$ cat src/rtl/aabb_pkg.sv
// ----------------------------------------------------------------------------
// AABB collision step package
// Shared types, constants and arithmetic helpers for the box collision step.
// ----------------------------------------------------------------------------
package aabb_pkg;

	localparam int MaxBoxes = 64;
	localparam int IdxW     = $clog2(MaxBoxes);
	localparam int CntW     = $clog2(MaxBoxes + 1);

	localparam logic [16:0] TimeStepReset = 17'd1092;

	typedef enum logic [1:0] {
		OP_CLEAR = 2'd0,
		OP_ADD   = 2'd1,
		OP_STEP  = 2'd2,
		OP_NONE  = 2'd3
	} op_t;

	// Multiplier operand selection.
	typedef enum logic [1:0] {
		MUL_GRAV = 2'd0,
		MUL_VX   = 2'd1,
		MUL_VZ   = 2'd2,
		MUL_VY   = 2'd3
	} mul_sel_t;

	// Controller to datapath commands.
	typedef struct packed {
		logic            load;     // capture the input transaction
		logic            clear;    // empty the box table
		logic            add;      // store the captured box
		logic            mul;      // register one product
		mul_sel_t        msel;
		logic            grav;     // apply the product to velocity y
		logic            move;     // apply the product to the position of axis
		logic [1:0]      axis;     // 0 x, 1 y, 2 z
		logic            rd;       // read table entry idx
		logic [IdxW-1:0] idx;
		logic            chk;      // check the registered entry
		logic            done;     // present the result
	} dp_cmd_t;

	// Datapath to controller status.
	typedef struct packed {
		logic [CntW-1:0] count;
	} dp_sts_t;

	// Saturate a 34-bit signed value to 32 bits.
	function automatic logic signed [31:0] sat32(input logic signed [33:0] x);
		logic signed [33:0] hi;
		logic signed [33:0] lo;
		hi = 34'sh0_7FFF_FFFF;
		lo = -34'sh0_8000_0000;
		if (x > hi) return 32'sh7FFF_FFFF;
		if (x < lo) return 32'sh8000_0000;
		return x[31:0];
	endfunction

	// Product back to Q16.16: add half, floor shift by 16.
	function automatic logic signed [33:0] round_q16(input logic signed [49:0] p);
		logic signed [49:0] q;
		q = p + 50'sd32768;
		return q[49:16];
	endfunction

endpackage

$ cat src/rtl/aabb_ctrl.sv
// ----------------------------------------------------------------------------
// AABB collision controller
// Sequences clear, add and the three axis passes of a step.
// ----------------------------------------------------------------------------
module aabb_ctrl (
	input  logic              clk,
	input  logic              arst_n,
	input  logic              start,
	input  logic [1:0]        operation,
	input  aabb_pkg::dp_sts_t sts,
	output aabb_pkg::dp_cmd_t cmd,
	output logic              busy
);
	import aabb_pkg::*;

	typedef enum logic [8:0] {
		S_IDLE  = 9'b000000001,
		S_DEC   = 9'b000000010,
		S_GMUL  = 9'b000000100,
		S_GAPP  = 9'b000001000,
		S_MUL   = 9'b000010000,
		S_MOVE  = 9'b000100000,
		S_READ  = 9'b001000000,
		S_CHK   = 9'b010000000,
		S_DONE  = 9'b100000000
	} state_t;

	state_t          state_q;
	logic [1:0]      op_q;
	logic [1:0]      pass_q;  // 0 x, 1 z, 2 y
	logic [CntW-1:0] idx_q;
	logic [1:0]      axis;

	always_comb begin
		case (pass_q)
			2'd0:    axis = 2'd0;
			2'd1:    axis = 2'd2;
			default: axis = 2'd1;
		endcase
	end

	// Command decode.
	always_comb begin
		cmd       = '0;
		cmd.axis  = axis;
		cmd.idx   = idx_q[IdxW-1:0];
		cmd.load  = (state_q == S_IDLE) && start;
		case (state_q)
			S_DEC: begin
				cmd.clear = (op_q == OP_CLEAR);
				cmd.add   = (op_q == OP_ADD);
			end
			S_GMUL: begin
				cmd.mul  = 1'b1;
				cmd.msel = MUL_GRAV;
			end
			S_GAPP: cmd.grav = 1'b1;
			S_MUL: begin
				cmd.mul = 1'b1;
				case (pass_q)
					2'd0:    cmd.msel = MUL_VX;
					2'd1:    cmd.msel = MUL_VZ;
					default: cmd.msel = MUL_VY;
				endcase
			end
			S_MOVE: cmd.move = 1'b1;
			S_READ: cmd.rd   = (idx_q < sts.count);
			S_CHK:  cmd.chk  = 1'b1;
			S_DONE: cmd.done = 1'b1;
			default: ;
		endcase
	end

	// State sequence.
	always_ff @(posedge clk or negedge arst_n) begin
		if (!arst_n) begin
			state_q <= S_IDLE;
			op_q    <= OP_NONE;
			pass_q  <= '0;
			idx_q   <= '0;
		end else begin
			case (state_q)
				S_IDLE: if (start) begin
					op_q    <= operation;
					state_q <= S_DEC;
				end
				S_DEC: state_q <= (op_q == OP_STEP) ? S_GMUL : S_IDLE;
				S_GMUL: state_q <= S_GAPP;
				S_GAPP: begin
					pass_q  <= '0;
					state_q <= S_MUL;
				end
				S_MUL: state_q <= S_MOVE;
				S_MOVE: begin
					idx_q   <= '0;
					state_q <= S_READ;
				end
				S_READ: begin
					if (idx_q < sts.count) begin
						state_q <= S_CHK;
					end else if (pass_q == 2'd2) begin
						state_q <= S_DONE;
					end else begin
						pass_q  <= pass_q + 1'b1;
						state_q <= S_MUL;
					end
				end
				S_CHK: begin
					idx_q   <= idx_q + 1'b1;
					state_q <= S_READ;
				end
				S_DONE: state_q <= S_IDLE;
				default: state_q <= S_IDLE;
			endcase
		end
	end

	assign busy = (state_q != S_IDLE);

endmodule

$ cat config.mk
export PLATFORM = sky130hd
export DESIGN_NAME = aabb_ctrl
export DESIGN_NICKNAME = d
export VERILOG_FILES = /design/src/rtl/aabb_pkg.sv /design/src/rtl/aabb_ctrl.sv
export SDC_FILE = /design/constraint.sdc
export NUM_CORES = 1
export LEC_CHECK = 0
export BUFFER_PORTS_ARGS = -buffer_cell sky130_fd_sc_hd__buf_2
export CORE_ASPECT_RATIO = 0.5
export CORE_MARGIN = 8
export CORE_UTILIZATION = 28
export DETAILED_ROUTE_END_ITERATION = 16
export GPL_ROUTABILITY_DRIVEN = 0
export GPL_TIMING_DRIVEN = 0
export PLACE_DENSITY = 0.46
export SLEW_MARGIN = 0
export SYNTH_ARGS = -nofsm -noshare
export SYNTH_HDL_FRONTEND = slang
export SYNTH_SLANG_ARGS = --single-unit
$ cat constraint.sdc
create_clock -name clk -period 3 [get_ports clk]
set_input_delay 0.6 -clock clk [delete_from_list [all_inputs] [get_ports clk]]
set_output_delay 0.6 -clock clk [all_outputs]
set_load 0.02 [all_outputs]
Word level (Yosys, flattened, before mapping):

Cells that the tools add are included.

* multiplexer cells: 18
* reductions and logical operators: 8
* $lt $le $gt $ge: 1
* add/sub/neg operators: 2
* equality and inequality tests: 17

Operator list (number)
* $pmux W9 S7: 1
* $mux W9: 3
* $pmux W7 S2: 1
* $pmux W2 S2: 3
* $eq A9 B1 Y1 const B: 1
* $eq A9 B2 Y1 const B: 1
* $eq A9 B3 Y1 const B: 1
* $eq A9 B4 Y1 const B: 1
* $eq A9 B5 Y1 const B: 1
* $eq A9 B6 Y1 const B: 1
* $eq A9 B7 Y1 const B: 1
* $eq A9 B8 Y1 const B: 1
* $eq A9 B9 Y1 const B: 1
* $ne A9 B1 Y1 const B: 1
* $add A7 B1 Y7 const B: 1
* $lt A7 B7 Y1: 1
* $mux W2: 3
* $ne A2 B2 Y1 const B: 3
* $pmux W3 S2: 1
* $mux W1: 5
* $eq A2 B1 Y1 const B: 2
* $eq A2 B2 Y1 const B: 2
* $logic_not A2 Y1: 2
* $reduce_bool A2 Y1: 2
* other kinds (6): 6

* logic and storage cells: 50
* register bits: 20

Depth between registers and ports, before layout:

* depth after elaboration: 4
* mapped depth: 7

Worst setup path before layout:

Ideal clock, no wire load.

* kind: input to output
* start point: input sts[4] in the netlist's numbering
* end point: output cmd[8] in the netlist's numbering
* slack: 450 ps
* data required time: 2400 ps
* path buffers: 0
* data arrival time: 1950 ps
* stages: 6
* cell sequence: inv_1 -> ha_1 -> a2111o_1 -> a31o_2 -> o21ai_0 -> nor2b_1

RTL lines
* from (decl): line aabb_ctrl.sv:10 `input aabb_pkg::dp_sts_t sts,`
* to (decl): line aabb_ctrl.sv:11 `output aabb_pkg::dp_cmd_t cmd,`

==> flow_metrics.py <==
metrics = {
    "sta": {
        "period_needed_ns": 2.68,
        "period_share": 0.893,
        "rsz0062_at_grt": "no",
        "setup_viol": 0,
        "tns_ns": 0,
        "finalHoldViolCount": 0,
        "maxSlewViolCount": 0,
        "relSlewSlack": 0.698,
        "worst_clock_skew_ns": 0.00284,
        "clock.fmax_ghz": 0.373,
        "worstMarginPinSlew_ns": 0.452,
    },
    "floorplan": {
        "die_h_um": 64.4,
        "rows": 17,
        "core-area_um2": 4450,
        "die_area_um2": 7270,
        "initial_utilization": 0.296,
        "io_pins": 32,
        "die_w_um": 113,
    },
    "clock_tree": {
        "htreeDepth": 1,
        "clock_latency_ns": 0.26,
        "clockRootBuffer": "clkbuf_8",
        "holdBufCountCts": 0,
        "ctsResizeCount": 0,
        "clockBufferDepth": 2,
        "cts_tree": "yes",
        "clk_pin_slew_ns": 0.08,
        "cts_setup_buffers": 0,
        "cts_made_buffers": 3,
        "cts_sinks": 20,
    },
    "critical_path": {
        "crit_arrival_ns": 2.08,
        "end_kind": "primary output",
        "crit_slowest_cell": "dfrtp_1",
        "path_cells": "ha_1, a2111o_1, a31o_2, o21ai_0, nor2b_1, buf_2",
        "path_max_fanout": 6,
        "crit_family": "compound AO/OA/AOI/OAI gates",
        "cp.required_ns": 2.40,
        "worstSetupPathType": "flip-flop to primary output",
        "startpoint_type": "flip-flop",
        "slowest_delay_ns": 0.45,
        "worstPathBufferInverterCount": 1,
    },
    "placement": {
        "place_inst": 226,
        "port_buffers": 31,
        "hpwlAfterDp_mm": 2.25,
    },
    "finish": {
        "nets": 198,
        "synthToLayoutAreaGrowth_pct": 21.4,
        "drive_gt1_frac": 0.329,
        "diodes": 0,
        "final_util": 0.359,
        "final_cells": 230,
        "fillerInstances": 454,
    },
    "power_and_ir_drop": {
        "switching_share": 0.326,
        "internal_power_uw": 551,
        "pwr-share-seq": 0.439,
        "total_switching_power_uw": 266,
        "pwr-share-comb": 0.306,
        "p_leak_nw": 0.918,
        "ir_drop_v": 0.000304,
        "p_per_area_nw_per_um2": 512,
        "pwr-share-clk": 0.255,
    },
    "yosys": {
        "synth.top_cell.area_share": 0.324,
        "yosysWarnings": 0,
        "synth_cells": 138,
        "yosys.area.top_type": "dfrtp_1",
        "ys_seq_area_frac": 0.384,
        "netlist-cell-type-count": 39,
        "syn_avg_cell_area_um2": 9.52,
        "synth_area_um2": 1310,
        "ys_ff_latch": 20,
        "synthArstFlopShare": 1.00,
        "syn-num-nets": 162,
        "synthFlopType": "dfrtp_1",
        "synthTopCellsByCount": "dfrtp_1, nor2_1, inv_1, ha_1, nand2_1",
        "synth_area_leaders": "dfrtp_1, ha_1, dfstp_2",
        "synth_edf_count": 0,
    },
    "route": {
        "vias_per_cell": 4.51,
        "wl_per_cell_um": 12.2,
        "ant_nets": 0,
        "wl_mm": 2.81,
        "drtIter0Drc": 30,
        "drcViolationCount": 0,
        "num_vias": 1037,
        "first_pass_iters": 4,
    },
    "global_route": {
        "overflow": 0,
        "grt.total_usage": 0.0828,
        "grt_max_degree": 21,
        "grt_pass1_wl_mm": 5.04,
        "grt_pass1_vias": 1082,
        "antenna_found_initial": 0,
    },
    "status": {
        "status": "finished clean",
    },
    "run": {
        "maxCapViolCount": 0,
    },
    "hold_path": {
        "hp-class": "primary input to asynchronous set/reset pin",
    },
}
==> kinds of logic after synthesis <==
family / share of synthesized area
and+or+nand+nor: 0.267
buffers and inverters: 0.0809
muxes: 0.0533
DFF: 0.384
adders and majority gates: 0.114
xor gates and xnor gates: 0.0133
AOI/OAI and AO/OA: 0.0876
==> layout by cell type (no fill, tap or decap), types with 2 or more instances in the layout <==
cell type | netlist | routed
a21oi_1 | 7 | 7
buf_2 | 1 | 32
buf_4 | 6 | 6
clkbuf_8 | 0 | 4
dfrtp_1 | 17 | 17
dfstp_2 | 3 | 3
ha_1 | 12 | 12
inv_1 | 14 | 14
mux2_4 | 2 | 2
mux2i_1 | 4 | 4
nand2_1 | 8 | 8
nand2b_1 | 3 | 3
nand3_1 | 4 | 4
nand4_1 | 3 | 3
nor2_1 | 17 | 17
nor2b_1 | 5 | 5
nor3_1 | 2 | 2
nor3_4 | 3 | 3
o21ai_0 | 4 | 4
or3_4 | 2 | 2
xnor2_1 | 2 | 2
==> path summary, 6_finish.rpt <==
kind                            startpoint        end  slack (ns)  cells past startpoint
worst max-delay path              idx_q[4]     cmd[8]        0.32                      6
worst min-delay path                arst_n   idx_q[1]        0.28                      1
worst max register to register    idx_q[4]  pass_q[0]        1.11                      5
worst min register to register    idx_q[6]   idx_q[6]        0.49                      1
max in group asynchronous           arst_n    op_q[1]        2.38                      1
min in group clk                  idx_q[6]   idx_q[6]        0.49                      1
==> layer usage <==
metal  GRT usage  up-vias  routed length, um
met3      0.0268        2                146
met1       0.106      479               1430
met4      0.0197        0                 22
li1            -      536                  -
met5           0        -                  0
met2       0.133       20               1220
==> power by group through the flow <==
stage / Clock [mW] / Combinational, mW / Sequential (mW)
floorplan: 0 / 0.194 / 0.354
global placement: 0 / 0.246 / 0.365
detailed placement: 0 / 0.252 / 0.366
CTS: 0.214 / 0.253 / 0.361
global route: 0.223 / 0.280 / 0.369
finish: 0.208 / 0.250 / 0.359
==> area by class of cell <==
cell class | instances | area (um2) | area share
Inverter | 15 | 56.3 | 0.0353
Clock buffer | 4 | 55.1 | 0.0345
Tap cell | 57 | 71.3 | 0.0447
Timing Repair Buffer | 31 | 155 | 0.0973
Buffer | 7 | 50.0 | 0.0314
Sequential cell | 20 | 504 | 0.316
Multi-Input combinational cell | 96 | 703 | 0.441
==> state kept, by name, summed over array words and instances (netlist names) <==
name,count
pass_q,2
idx_q,7
state_q,9
op_q,2
==> stage by stage <==
step	power (mW)	hold slack, ns	instance area, um2	setup slack [ns]
after CTS	0.828	0.299	1600	0.299
after global routing	0.872	0.310	1600	0.187
final	0.817	0.278	1600	0.320
after global placement	0.611	0.478	1540	0.373
after detailed placement	0.618	0.477	1540	0.331
after floorplan	0.548	0.304	1310	0.450
(Power assumes the default switching activity.)
